File: src/hw/rtl/rro_pkg.sv
// Package for the rounded rectangle outline generator: job record and
// elaboration-time helpers for the arc normal tables. No dependencies.
`timescale 1ns / 1ps
`default_nettype none

package rro_pkg;

    localparam int CORNERS   = 4;
    localparam int CENTRE_W  = 18;
    localparam int RADIUS_W  = 15;
    localparam int SEG_W     = 4;
    localparam int IN_W      = 16;
    localparam int OUT_W     = 16;
    localparam longint unsigned HALF_PI_Q30 = 64'd1686629713;

    typedef struct packed {
        logic signed [CORNERS-1:0][CENTRE_W-1:0] cx;
        logic signed [CORNERS-1:0][CENTRE_W-1:0] cy;
        logic [CORNERS-1:0][RADIUS_W-1:0]        r;
    } job_t;

    // Shift-subtract division, used only while building constant tables.
    function automatic longint unsigned udiv64(input longint unsigned n,
                                               input longint unsigned d);
        longint unsigned q;
        longint unsigned rem;
        q   = 64'd0;
        rem = 64'd0;
        for (int i = 63; i >= 0; i--) begin
            rem = {rem[62:0], n[i]};
            if (rem >= d) begin
                rem  = rem - d;
                q[i] = 1'b1;
            end
        end
        return q;
    endfunction

    // Arc angle for point j of s segments in Q2.30, rounded half up.
    function automatic longint unsigned theta_q30(input int j, input int s);
        return udiv64(HALF_PI_Q30 * longint'(j) * 64'd2 + longint'(s), 64'(2 * s));
    endfunction

    // Taylor series in Q2.30 (cosine, or sine when odd is set), clamped to
    // [0, 1] and rounded half up to nf fraction bits.
    function automatic longint unsigned trig_fix(input longint unsigned x,
                                                 input logic odd, input int nf);
        longint unsigned x2;
        longint unsigned term;
        longint          sum;
        longint unsigned a;
        x2   = (x * x) >> 30;
        term = odd ? x : (64'd1 << 30);
        sum  = longint'(term);
        for (int k = 1; k <= 8; k++) begin
            a    = odd ? 64'(2 * k) : 64'(2 * k - 1);
            term = udiv64((term * x2) >> 30, a * (a + 64'd1));
            if (k % 2 == 1) begin
                sum = sum - longint'(term);
            end else begin
                sum = sum + longint'(term);
            end
        end
        if (sum < 0) begin
            sum = 0;
        end
        if (sum > (64'sd1 <<< 30)) begin
            sum = 64'sd1 <<< 30;
        end
        return (longint'(sum) + (64'd1 << (29 - nf))) >> (30 - nf);
    endfunction

endpackage

`default_nettype wire

File: src/hw/rtl/rro_front.sv
// Front end: clamps the four corner radii of a rectangle and works out the
// arc centres in walk order. Depends on rro_pkg.
`timescale 1ns / 1ps
`default_nettype none

module rro_front (
    input  wire logic signed [15:0] rect_x,
    input  wire logic signed [15:0] rect_y,
    input  wire logic [14:0]        rect_width,
    input  wire logic [14:0]        rect_height,
    input  wire logic signed [15:0] radius_top_left,
    input  wire logic signed [15:0] radius_top_right,
    input  wire logic signed [15:0] radius_bottom_right,
    input  wire logic signed [15:0] radius_bottom_left,
    output rro_pkg::job_t           job
);
    import rro_pkg::*;

    logic [14:0]                limit;
    logic signed [15:0]         req [CORNERS];
    logic [RADIUS_W-1:0]        rc  [CORNERS];
    logic signed [CENTRE_W-1:0] x_e, y_e, w_e, h_e;

    assign limit = ((rect_width < rect_height) ? rect_width : rect_height) >> 1;

    assign req[0] = radius_top_right;
    assign req[1] = radius_bottom_right;
    assign req[2] = radius_bottom_left;
    assign req[3] = radius_top_left;

    always_comb
    begin
        for (int c = 0; c < CORNERS; c++)
        begin
            if (req[c][15]) begin
                rc[c] = '0;
            end else if (req[c][14:0] > limit) begin
                rc[c] = limit;
            end else begin
                rc[c] = req[c][14:0];
            end
        end
    end

    assign x_e = CENTRE_W'(rect_x);
    assign y_e = CENTRE_W'(rect_y);
    assign w_e = signed'({3'b000, rect_width});
    assign h_e = signed'({3'b000, rect_height});

    always_comb
    begin
        for (int c = 0; c < CORNERS; c++)
        begin
            job.r[c] = rc[c];
        end
        job.cx[0] = x_e + w_e - signed'({3'b000, rc[0]});
        job.cy[0] = y_e + signed'({3'b000, rc[0]});
        job.cx[1] = x_e + w_e - signed'({3'b000, rc[1]});
        job.cy[1] = y_e + h_e - signed'({3'b000, rc[1]});
        job.cx[2] = x_e + signed'({3'b000, rc[2]});
        job.cy[2] = y_e + h_e - signed'({3'b000, rc[2]});
        job.cx[3] = x_e + signed'({3'b000, rc[3]});
        job.cy[3] = y_e + signed'({3'b000, rc[3]});
    end

endmodule

`default_nettype wire

File: src/hw/rtl/rro_queue.sv
// Two-entry job queue between the front end and the point walker.
// Depends on rro_pkg for the job record.
`timescale 1ns / 1ps
`default_nettype none

module rro_queue (
    input  wire logic          clk,
    input  wire logic          rst_n,
    input  wire logic          wr_en,
    input  wire rro_pkg::job_t wr_job,
    output logic               q_full,
    input  wire logic          rd_en,
    output rro_pkg::job_t      rd_job,
    output logic               q_empty
);
    import rro_pkg::*;

    job_t       mem [2];
    logic       wr_ptr_reg, wr_ptr_next;
    logic       rd_ptr_reg, rd_ptr_next;
    logic [1:0] count_reg, count_next;

    assign q_full  = (count_reg == 2'd2);
    assign q_empty = (count_reg == 2'd0);
    assign rd_job  = mem[rd_ptr_reg];

    always_comb
    begin
        wr_ptr_next = wr_ptr_reg ^ wr_en;
        rd_ptr_next = rd_ptr_reg ^ rd_en;
        count_next  = count_reg + {1'b0, wr_en} - {1'b0, rd_en};
    end

    always_ff @(posedge clk)
    begin
        if (wr_en) begin
            mem[wr_ptr_reg] <= wr_job;
        end
    end

    always_ff @(posedge clk or negedge rst_n)
    begin
        if (!rst_n) begin
            wr_ptr_reg <= 1'b0;
            rd_ptr_reg <= 1'b0;
            count_reg  <= 2'd0;
        end else begin
            wr_ptr_reg <= wr_ptr_next;
            rd_ptr_reg <= rd_ptr_next;
            count_reg  <= count_next;
        end
    end

endmodule

`default_nettype wire

File: src/hw/rtl/rro_back.sv
// Point walker: steps through the corners and arc points of one job, looks
// up the normal, scales it by the radius and saturates the point. Uses rro_pkg.
`timescale 1ns / 1ps
`default_nettype none

module rro_back #(
    parameter int MAX_SEGMENTS     = 15,
    parameter int COORD_WIDTH      = 16,
    parameter int NORMAL_FRAC_BITS = 14
) (
    input  wire logic               clk,
    input  wire logic               rst_n,
    input  wire logic [3:0]         arc_segments,
    input  wire rro_pkg::job_t      q_job,
    input  wire logic               q_empty,
    output logic                    q_rd,
    output logic signed [15:0]      point_x,
    output logic signed [15:0]      point_y,
    output logic signed [15:0]      normal_x,
    output logic signed [15:0]      normal_y,
    output logic                    last_point,
    output logic                    empty,
    input  wire logic               pop
);
    import rro_pkg::*;

    localparam int NF    = NORMAL_FRAC_BITS;
    localparam int TV_W  = NF + 1;
    localparam int NRM_W = NF + 2;
    localparam int PW    = RADIUS_W + 1 + NRM_W;
    localparam int SW    = 34;
    localparam logic signed [SW-1:0] SAT_HI = SW'((64'sd1 <<< (COORD_WIDTH - 1)) - 64'sd1);
    localparam logic signed [SW-1:0] SAT_LO = -SAT_HI - SW'(1);
    localparam logic [PW-1:0] HALF = PW'(64'd1 << (NF - 1));

    function automatic logic [256*TV_W-1:0] build_tab(input logic odd);
        logic [256*TV_W-1:0] tab;
        longint unsigned     v;
        tab = '0;
        for (int s = 1; s < 16; s++) begin
            for (int j = 0; j <= s; j++) begin
                v = trig_fix(theta_q30(j, s), odd, NF);
                tab[(s * 16 + j) * TV_W +: TV_W] = v[TV_W-1:0];
            end
        end
        return tab;
    endfunction

    localparam logic [256*TV_W-1:0] COS_TAB = build_tab(1'b0);
    localparam logic [256*TV_W-1:0] SIN_TAB = build_tab(1'b1);

    typedef enum logic [2:0] {
        ST_IDLE = 3'b001,
        ST_MUL  = 3'b010,
        ST_OUT  = 3'b100
    } state_t;

    state_t     state_reg, state_next;
    job_t       job_reg;
    logic [1:0] corner_reg, corner_next;
    logic [3:0] seg_reg, seg_next;
    logic [3:0] segs_reg;
    logic [3:0] segs_eff;

    logic signed [PW-1:0]       px_reg, py_reg;
    logic signed [NRM_W-1:0]    nx_reg, ny_reg;
    logic signed [CENTRE_W-1:0] cx_reg, cy_reg;
    logic                       last_reg;
    logic                       out_valid_reg, out_valid_next;

    logic [7:0]              tab_idx;
    logic signed [NRM_W-1:0] cs, sn, nx, ny;
    logic signed [RADIUS_W:0] r_s;
    logic                    out_load;
    logic signed [SW-1:0]    sum_x, sum_y;

    always_comb
    begin
        if (arc_segments == 4'd0) begin
            segs_eff = 4'd1;
        end else if (32'(arc_segments) > MAX_SEGMENTS) begin
            segs_eff = 4'(MAX_SEGMENTS);
        end else begin
            segs_eff = arc_segments;
        end
    end

    assign tab_idx = {segs_reg, seg_reg};
    assign cs  = signed'({1'b0, COS_TAB[tab_idx * TV_W +: TV_W]});
    assign sn  = signed'({1'b0, SIN_TAB[tab_idx * TV_W +: TV_W]});
    assign r_s = signed'({1'b0, job_reg.r[corner_reg]});

    always_comb
    begin
        case (corner_reg)
            2'd0:    begin nx = sn;  ny = -cs; end
            2'd1:    begin nx = cs;  ny = sn;  end
            2'd2:    begin nx = -sn; ny = cs;  end
            default: begin nx = -cs; ny = -sn; end
        endcase
    end

    // Round the scaled offset to the coordinate grid, halves away from zero.
    function automatic logic signed [SW-1:0] round_off(input logic signed [PW-1:0] p);
        logic [PW-1:0] mag;
        logic [PW-1:0] q;
        mag = p[PW-1] ? PW'(-p) : PW'(p);
        q   = (mag + HALF) >> NF;
        return p[PW-1] ? -SW'(q) : SW'(q);
    endfunction

    function automatic logic [15:0] sat16(input logic signed [SW-1:0] v);
        logic signed [SW-1:0] t;
        if (v > SAT_HI) begin
            t = SAT_HI;
        end else if (v < SAT_LO) begin
            t = SAT_LO;
        end else begin
            t = v;
        end
        return t[15:0];
    endfunction

    assign sum_x = SW'(cx_reg) + round_off(px_reg);
    assign sum_y = SW'(cy_reg) + round_off(py_reg);

    assign out_load = (state_reg == ST_OUT) && (!out_valid_reg || pop);
    assign q_rd     = (state_reg == ST_IDLE) && !q_empty;
    assign empty    = !out_valid_reg;

    always_comb
    begin
        state_next     = state_reg;
        corner_next    = corner_reg;
        seg_next       = seg_reg;
        out_valid_next = out_valid_reg;
        if (pop && out_valid_reg) begin
            out_valid_next = 1'b0;
        end
        case (state_reg)
            ST_IDLE:
            begin
                if (!q_empty) begin
                    corner_next = 2'd0;
                    seg_next    = 4'd0;
                    state_next  = ST_MUL;
                end
            end
            ST_MUL:
            begin
                state_next = ST_OUT;
            end
            ST_OUT:
            begin
                if (out_load) begin
                    out_valid_next = 1'b1;
                    state_next     = ST_MUL;
                    if (seg_reg == segs_reg) begin
                        seg_next = 4'd0;
                        if (corner_reg == 2'd3) begin
                            corner_next = 2'd0;
                            state_next  = ST_IDLE;
                        end else begin
                            corner_next = corner_reg + 2'd1;
                        end
                    end else begin
                        seg_next = seg_reg + 4'd1;
                    end
                end
            end
            default:
            begin
                state_next = ST_IDLE;
            end
        endcase
    end

    always_ff @(posedge clk)
    begin
        if (q_rd) begin
            job_reg  <= q_job;
            segs_reg <= segs_eff;
        end
        if (state_reg == ST_MUL) begin
            // Both factors are sign-extended to the full product width.
            px_reg   <= r_s * nx;
            py_reg   <= r_s * ny;
            nx_reg   <= nx;
            ny_reg   <= ny;
            cx_reg   <= job_reg.cx[corner_reg];
            cy_reg   <= job_reg.cy[corner_reg];
            last_reg <= (corner_reg == 2'd3) && (seg_reg == segs_reg);
        end
        if (out_load) begin
            point_x    <= sat16(sum_x);
            point_y    <= sat16(sum_y);
            normal_x   <= 16'(nx_reg);
            normal_y   <= 16'(ny_reg);
            last_point <= last_reg;
        end
    end

    always_ff @(posedge clk or negedge rst_n)
    begin
        if (!rst_n) begin
            state_reg     <= ST_IDLE;
            corner_reg    <= 2'd0;
            seg_reg       <= 4'd0;
            out_valid_reg <= 1'b0;
        end else begin
            state_reg     <= state_next;
            corner_reg    <= corner_next;
            seg_reg       <= seg_next;
            out_valid_reg <= out_valid_next;
        end
    end

endmodule

`default_nettype wire

File: src/hw/rtl/rounded_rect_outline_generator.sv
// Rounded rectangle outline generator. The point walker handles one point at a
// time, first a table read and multiply, then a round and saturate, and it holds
// in the round and saturate step while the previous point still waits for pop; a
// two-entry job queue lets further rectangles be pushed meanwhile. Reset (rst_n,
// async, active low) empties the queue and the output and sets arc_segments to 8.
`timescale 1ns / 1ps
`default_nettype none

module rounded_rect_outline_generator #(
    parameter int MAX_SEGMENTS     = 15,
    parameter int COORD_WIDTH      = 16,
    parameter int NORMAL_FRAC_BITS = 14
) (
    input  wire logic               clk,
    input  wire logic               rst_n,
    input  wire logic               cfg_valid,
    output logic                    cfg_ready,
    input  wire logic [3:0]         cfg_data,
    input  wire logic               push,
    output logic                    full,
    input  wire logic signed [15:0] rect_x,
    input  wire logic signed [15:0] rect_y,
    input  wire logic [14:0]        rect_width,
    input  wire logic [14:0]        rect_height,
    input  wire logic signed [15:0] radius_top_left,
    input  wire logic signed [15:0] radius_top_right,
    input  wire logic signed [15:0] radius_bottom_right,
    input  wire logic signed [15:0] radius_bottom_left,
    output logic                    empty,
    input  wire logic               pop,
    output logic signed [15:0]      point_x,
    output logic signed [15:0]      point_y,
    output logic signed [15:0]      normal_x,
    output logic signed [15:0]      normal_y,
    output logic                    last_point
);
    import rro_pkg::*;

    logic [3:0] arc_segments_reg;
    job_t       front_job, q_job;
    logic       q_full, q_empty, q_rd;

    assign cfg_ready = 1'b1;
    assign full      = q_full;

    always_ff @(posedge clk or negedge rst_n)
    begin
        if (!rst_n) begin
            arc_segments_reg <= 4'd8;
        end else if (cfg_valid) begin
            arc_segments_reg <= cfg_data;
        end
    end

    rro_front u_front (
        .rect_x              (rect_x),
        .rect_y              (rect_y),
        .rect_width          (rect_width),
        .rect_height         (rect_height),
        .radius_top_left     (radius_top_left),
        .radius_top_right    (radius_top_right),
        .radius_bottom_right (radius_bottom_right),
        .radius_bottom_left  (radius_bottom_left),
        .job                 (front_job)
    );

    rro_queue u_queue (
        .clk     (clk),
        .rst_n   (rst_n),
        .wr_en   (push && !q_full),
        .wr_job  (front_job),
        .q_full  (q_full),
        .rd_en   (q_rd),
        .rd_job  (q_job),
        .q_empty (q_empty)
    );

    rro_back #(
        .MAX_SEGMENTS     (MAX_SEGMENTS),
        .COORD_WIDTH      (COORD_WIDTH),
        .NORMAL_FRAC_BITS (NORMAL_FRAC_BITS)
    ) u_back (
        .clk          (clk),
        .rst_n        (rst_n),
        .arc_segments (arc_segments_reg),
        .q_job        (q_job),
        .q_empty      (q_empty),
        .q_rd         (q_rd),
        .point_x      (point_x),
        .point_y      (point_y),
        .normal_x     (normal_x),
        .normal_y     (normal_y),
        .last_point   (last_point),
        .empty        (empty),
        .pop          (pop)
    );

endmodule

`default_nettype wire
File: config.mk
export PLATFORM = sky130hd
export DESIGN_NAME = rounded_rect_outline_generator
export DESIGN_NICKNAME = d
export VERILOG_FILES = /design/src/hw/rtl/rro_pkg.sv /design/src/hw/rtl/rro_front.sv /design/src/hw/rtl/rro_queue.sv /design/src/hw/rtl/rro_back.sv /design/src/hw/rtl/rounded_rect_outline_generator.sv
export SDC_FILE = /design/constraint.sdc
export NUM_CORES = 2
export LEC_CHECK = 0
export BUFFER_PORTS_ARGS = -buffer_cell sky130_fd_sc_hd__clkbuf_2
export CORE_MARGIN = 2
export CORE_UTILIZATION = 45
export CTS_BUF_LIST = sky130_fd_sc_hd__clkbuf_8
export DETAILED_ROUTE_END_ITERATION = 7
export PLACE_DENSITY = 0.59
export SYNTH_ARGS = -nofsm -noshare
export SYNTH_HDL_FRONTEND = slang
export SYNTH_SLANG_ARGS = --single-unit
File: constraint.sdc
create_clock -name clk -period 13.1 [get_ports clk]
set_input_delay 1.31 -clock clk [delete_from_list [all_inputs] [get_ports clk]]
set_output_delay 1.31 -clock clk [all_outputs]
set_load 0.02 [all_outputs]
### After elaboration in Yosys (flattened, before gate mapping)

Memory sizes are Yosys's and may differ from the RTL's. A register that Yosys moved wholly into a read port is not among the register bits.
Cells that the tools add are included.

* memory bits (writable): 408
* output and inout port bits: 68
* logic and storage cells: 132
* memories: 1
* input bits: 135
* latch bits: 0
* ROM bits: 0
* flip-flop bits (word level): 220

* reduce and logical (&&, ||, !) cells: 16
* multipliers: 3
* divide/modulo/power cells: 0
* mux-type cells: 42
* bitwise gates (word level): 2
* shift operators: 2
* $lt $le $gt $ge: 10
* add/subtract/negate cells: 24
* eq/ne operators: 11

Memory list
* u_queue.mem: words 2, width 204, read ports 1, clocked after memory_dff 1, wr ports 1, line rro_queue.sv:18 `job_t mem [2];`

Operator list (number)
* variable part select 3840 x 13 -> 15 bit, first input constant: 2
* 2-to-1 mux 15 bit: 10
* adder 16 x 16 -> 17 bit: 6
* case mux 16 bit (3 select lines): 2
* binary-select mux 18 bit (select 2 bit): 2
* subtractor 18 x 16 -> 18 bit: 4
* adder 18 x 34 -> 34 bit: 2
* greater-than comparator 34 x 16 -> 1 bit, second input constant: 2
* less-than comparator 34 x 16 -> 1 bit, second input constant: 2
* 2-to-1 mux 34 bit: 2
* negator 18 -> 34 bit: 2
* adder 32 x 14 -> 32 bit, second input constant: 2
* multiplier 16 x 16 -> 32 bit: 2
* 2-to-1 mux 32 bit: 2
* negator 32 bit: 2
* greater-than comparator 15 x 14 -> 1 bit: 4
* 2-to-1 mux 18 bit: 2
* 2-to-1 mux 16 bit: 2
* negator 15 -> 16 bit: 2
* binary-select mux 15 bit (select 2 bit): 1
* less-than comparator 15 bit: 1
* multiplier 8 x 4 -> 12 bit, second input constant: 1
* 2-to-1 mux 4 bit: 3
* 2-to-1 mux 2 bit: 5
* 28 further kinds: 45

### Logic depth before layout (Yosys ltp)

* depth in word-level cells: 8
* gate-level depth with buffers: 46
* mapped depth without buffers: 41

### Cells and area by module

From an unflattened synthesis, not the netlist that was laid out.

* cell total of the unflattened synthesis: 6672
* area total of the unflattened synthesis: 69526.7 um2

Modules (own cells, without submodules)
* rro_back: sequential area each 12443.2 um2, times used 1, cells each 4744, area an instance 44661.6 um2
* rro_queue: sequential area each 12351.8 um2, times used 1, cells each 651, area an instance 15547.4 um2
* rro_front: sequential area each 0.0 um2, times used 1, cells each 1266, area an instance 9153.8 um2
* rounded_rect_outline_generator: sequential area each 101.3 um2, times used 1, cells each 11, area an instance 163.9 um2

### Worst setup path after synthesis

No wires, ideal clock.

* path kind: register to register
* start point: reg u_back.seg_reg[0]
* end point: reg u_back.py_reg[30] (data pin)
* path buffers: 7
* slack: 2.093 ns
* library setup time: 0.258 ns
* period minus slack after synthesis: 11.007 ns
* cell stages (with the launch flop): 44
* data required time: 12.842 ns
* arrival time: 10.750 ns
* cell sequence: dfrtp_1 -> clkbuf_1 -> clkbuf_1 -> clkbuf_1 -> inv_1 -> ha_1 -> clkbuf_1 -> clkbuf_1 -> nor2b_1 -> nand2_1 -> nand3_1 -> a311o_1 -> a32oi_1 -> ha_1 -> inv_1 -> or4b_2 -> clkbuf_1 -> nor3_1 -> [8 not listed] -> fa_1 -> fa_1 -> inv_1 -> fa_1 -> inv_1 -> ha_1 -> a21o_1 -> a211o_1 -> nor2_1 -> o31ai_1 -> a31oi_1 -> o21ai_0 -> o41a_1 -> a41o_1 -> or4_1 -> a31o_2 -> a21oi_1 -> xnor2_1

* word-level cells in the longest chain between the ends: 5
* elaborated cells on any way between the ends: 7
* classes of those cells: add/sub (2); mul (2); shift (2); mux (1)

Ends and longest elaborated chain
* start: declaration: line rro_back.sv:61 `logic [3:0] seg_reg, seg_next;`
* start signal: assignment: line rro_back.sv:213 `seg_reg <= seg_next;`
* multiplier 8 x 4 -> 12 bit (*): line rro_back.sv:89, rro_back.sv:90
* variable part select 3840 x 13 -> 15 bit, on equally long branches: line rro_back.sv:90, rro_back.sv:89
* negator 15 -> 16 bit, on equally long branches: line rro_back.sv:99, rro_back.sv:96
* case mux 16 bit (3 select lines) (*): line rro_back.sv:95 `case (corner_reg)`
* named net u_back.ny[12]: line rro_back.sv:72 `logic signed [NRM_W-1:0] cs, sn, nx, ny;`
* multiplier 16 x 16 -> 32 bit (*): line rro_back.sv:187 `py_reg <= r_s * ny;`
* end signal: assignment: line rro_back.sv:187
* end: declaration: line rro_back.sv:65 `logic signed [PW-1:0] px_reg, py_reg;`

Mark *: on every way through the listed nets, which the timed path passes. The rest lies on a longest branch.
A chain may end at the register's enable or synchronous reset.

### Final worst setup path

* start point: reg u_back.seg_reg[0]
* end point: reg u_back.py_reg[30] (data pin)

* word-level cells in the longest chain between the ends: 5
* elaborated cells on any way between the ends: 7
* classes of those cells: add/sub (2); mul (2); shift (2); mux (1)

Ends and longest elaborated chain (line)
* multiplier 8 x 4 -> 12 bit (*): rro_back.sv:89, rro_back.sv:90
* variable part select 3840 x 13 -> 15 bit, on equally long branches: rro_back.sv:90, rro_back.sv:89
* negator 15 -> 16 bit, on equally long branches: rro_back.sv:99, rro_back.sv:96
* case mux 16 bit (3 select lines) (*): rro_back.sv:95
* multiplier 16 x 16 -> 32 bit (*): rro_back.sv:187

Every way passes the cells marked *; elsewhere a longest branch is shown, timed or not.

==> results by stage <==
CTS:
- After clock tree synthesis, the clock-pin slew on the worst setup and hold paths is about 0.08 ns.
- The count of H-tree levels built during CTS is 4.
- The number of hold buffers added after CTS is 0.
- The worst-case clock buffer depth is 3.
- The sink count of the clock tree is 820.
- The buffers inserted during post-CTS setup optimization is 0.
- The insertion delay of the later-clocked pin in the worst-skew pair is 0.88 ns.
- The CTS tree is built.
- The number of buffers created by CTS is around 150.
- The root buffer cell chosen for the clock tree is sky130_fd_sc_hd__clkbuf_8.
- Gates resized during post-CTS repair numbered 0.

Layout:
- The growth of design area from synthesis to finish is 10.0%.
- In the final layout, the share of cells above drive strength 1 is a little over an eighth.
- The library cell used most frequently in the layout, excluding fill and tap cells, is sky130_fd_sc_hd__edfxtp_1.
- After filler insertion, the fill cell instance count of the layout stands at ~14,000.
- The library cells used most frequently in the layout, excluding fill and tap cells, are sky130_fd_sc_hd__edfxtp_1 (802), sky130_fd_sc_hd__inv_1 (670), sky130_fd_sc_hd__nor2_1 (589).
- The total area of sequential cells is approximately 25,000 um^2.
- The final-stage net count is 8,021.
- The register with the most flip-flops in the layout has 400 of them.
- The multi-input logic area is approximately 41,000 um^2.

STA:
- The post-route fraction of the period consumed by the critical path is between 80% and 90%.
- The highest clock frequency the design can meet is between 80 and 90 MHz.
- The number of hold violations in the final report was 0.
- Setup repair after global routing left no endpoint under its margin.
- The minimum period implied by the final worst setup slack is 11.42 ns.
- The worst clock skew is 0.0870 ns.
- In the final timing run, aggregate negative setup slack is 0 ns.
- The max-slew violation count is 0.
- The transition time at the pin with the least slew margin is 1.40 ns.
- Setup violations remaining at the end of the flow were counted as 0.
- The worst relative slew slack is ~6.2%.

Setup path:
- For this design, the slowest cell found on the critical path is sky130_fd_sc_hd__ha_1.
- The required time at the worst-slack endpoint is 13.69 ns.
- Among the stages of the critical path, the cell type that occurs most often is sky130_fd_sc_hd__fa_1.
- The category of the worst setup path capture point is a flip-flop.
- The highest cell delay on the worst timing path is ~0.87 ns.
- STA classifies the critical path startpoint as a flip-flop.
- The arrival time of the worst setup path is around 12 ns.
- The kind of critical path is reg -> reg.
- Along the worst path, the maximum fanout reaches 30.

Placement:
- Routability-driven placement finished with a final weighted congestion of between 0.9 and 1.
- The estimated wirelength of the detail-placed design is about 170,000 um.
- Input and output buffers added on the ports amount to between 200 and 250.

Floorplanning:
- The width of the die is approximately 390 um.
- The floorplan die area is about 160,000 um^2.
- The number of standard-cell rows in the floorplan is between 100 and 150.
- The die height is approximately 390 um.
- Once the floorplan was initialized, standard cells occupied a little under half of the core.
- During I/O placement, the number of pins put on the boundary was 203.
- The core region is 152,000 um^2.

Outcome:
- The flow ran to the end, and the final reports show no timing, DRC or antenna violations.

Synth:
- After synthesis, the netlist uses between 100 and 150 different library cells.
- The synthesized design contains ~800 enable-type register cells.
- The warning count from the yosys run is 0.
- The cell area that synthesis handed to floorplanning was about 70,000 um^2.
- The cell accounting for the most synthesized area is sky130_fd_sc_hd__edfxtp_1.
- The number of cells produced by synthesis is between 6,000 and 7,000.
- Sorting the synthesized cells by area gives the leading types as sky130_fd_sc_hd__edfxtp_1 (35%), sky130_fd_sc_hd__fa_1 (11%), sky130_fd_sc_hd__ha_1 (10%), sky130_fd_sc_hd__mux2_2 (3.8%), sky130_fd_sc_hd__inv_1 (3.4%).
- The share of synthesized flip-flops with an asynchronous set or reset is 2.20%.
- The post-synthesis average cell area is 10.2 um^2.
- The sequential fraction of the synthesis area is about 36%.
- The register bit total from synthesis is slightly above 800.
- The leading register cell type out of synthesis is sky130_fd_sc_hd__edfxtp_1.
- The synthesized design devotes to its leading area cell type between 30% and 40% of total area.

Detailed routing:
- In the routed design, unresolved DRC markers number 0.
- The total wire length is between 200,000 and 250,000 um.
- The detailed router placed 53,700 vias in this run.
- The initial detailed-routing violation count is between 4,000 and 5,000.
- The first detailed-routing pass ran for 8 iterations.
- In the final routed layout, each cell accounts on average for ~25 um.
- The antenna violation net count after detailed routing is 0.
- Using the TritonRoute via totals, the vias-per-cell ratio works out to 5.90.

Run:
- The number of maximum-capacitance constraint violations is 0.

Global route:
- Global routing used approximately 29% of the available tracks.
- The number of global-route vias before repair is around 54,000.
- The first global-routing pass estimated 338,000 um of wire.
- The initial antenna violation count is 14.
- The final global-route overflow total is 0.
- The largest net degree at the start of global routing is 140.

Hold path:
- The class of the most critical hold timing path is reg -> reg.
final cells by class:
type                    count  area share (%)
diodes                      3         0.00993
clock buffers             147            2.68
clock inverters           114            1.31
inverters                 637            3.17
multi-input cells        4949            53.6
flip-flops and latches    820            32.5
well taps                2030            3.36
repair buffers            401            3.40
metal layers:
metal	vias to the layer above	GRT usage (%)	routed length (um)
met2	2005	46.7	105000
met4	10	12.3	10500
met5	-	0	67
li1	24700	-	-
met1	26500	37.6	93200
met3	478	4.71	15800
critical path: cells and delay by family, from the launching register on:
kind	cells	cell delay, ns
AO/OA/AOI/OAI	12	3.26
XOR/XNOR	2	0.20
adder cells (fa/ha/maj)	8	4.11
buffers and inverters	4	0.47
flip-flops	1	0.34
AND/OR/NAND/NOR	8	2.76
synthesized netlist by cell type (41+ instances only):
cell type,number
sky130_fd_sc_hd__a211o_1,63
sky130_fd_sc_hd__a211oi_1,116
sky130_fd_sc_hd__a21o_1,97
sky130_fd_sc_hd__a21oi_1,313
sky130_fd_sc_hd__a31oi_1,62
sky130_fd_sc_hd__and2_1,81
sky130_fd_sc_hd__clkbuf_1,234
sky130_fd_sc_hd__edfxtp_1,802
sky130_fd_sc_hd__fa_1,372
sky130_fd_sc_hd__ha_1,558
sky130_fd_sc_hd__inv_1,631
sky130_fd_sc_hd__mux2_2,232
sky130_fd_sc_hd__mux2i_1,55
sky130_fd_sc_hd__mux4_2,48
sky130_fd_sc_hd__nand2_1,550
sky130_fd_sc_hd__nand2b_1,71
sky130_fd_sc_hd__nand3_1,110
sky130_fd_sc_hd__nand4_1,48
sky130_fd_sc_hd__nor2_1,591
sky130_fd_sc_hd__nor2b_1,61
sky130_fd_sc_hd__nor3_1,132
sky130_fd_sc_hd__o21a_1,66
sky130_fd_sc_hd__o21ai_0,300
sky130_fd_sc_hd__o31ai_1,41
sky130_fd_sc_hd__xnor2_1,227
sky130_fd_sc_hd__xor2_1,94
kinds of logic (layout without fill, tap and decap cells):
kind of cell,after synthesis,after routing,synth area share [%]
buf+inv,974,1299,5.57
flops,820,820,35.7
xor+xnor,323,323,4.16
simple gates,1884,1884,12.9
mux,336,336,6.21
compound gates,1459,1459,14.4
fa+ha+maj,930,930,21.0
other cells,2,20,0.0109
final timing paths:
check,startpoint,to,slack [ns],cells after the start
max in group asynchronous,rst_n,u_queue.rd_ptr_reg$_DFF_PN0_,12.30,1
min,u_back.nx_reg[2]$_DFFE_PP_,u_back.normal_x[2]$_DFFE_PP_,0.40,0
max reg2reg,u_back.seg_reg[0]$_DFFE_PN0P_,u_back.py_reg[30]$_DFFE_PP_,1.68,34
max,u_back.seg_reg[0]$_DFFE_PN0P_,u_back.py_reg[30]$_DFFE_PP_,1.68,34
min reg2reg,u_back.nx_reg[2]$_DFFE_PP_,u_back.normal_x[2]$_DFFE_PP_,0.40,0
min in group asynchronous,rst_n,u_back.state_reg[2]$_DFFE_PN0P_,0.41,1
metrics by stage:
| step | cell area, um^2 | util (%) | worst slack, ns | std cells | hold slack [ns] |
|---|---|---|---|---|---|
| floorplan | 68800 | - | 2.09 | 6743 | 0.400 |
| global placement | 72600 | 47.8 | 1.81 | 8837 | 0.402 |
| detailed placement | 72600 | 47.8 | 1.85 | 8837 | 0.405 |
| CTS | 75600 | 49.8 | 1.80 | 9098 | 0.330 |
| global route | 75600 | 49.8 | 1.12 | 9099 | 0.384 |
| finish | 75600 | 49.8 | 1.68 | 9101 | 0.398 |
Power is not shown: default switching activity piles up to over one toggle a cycle in this logic, so the estimate is an artifact.
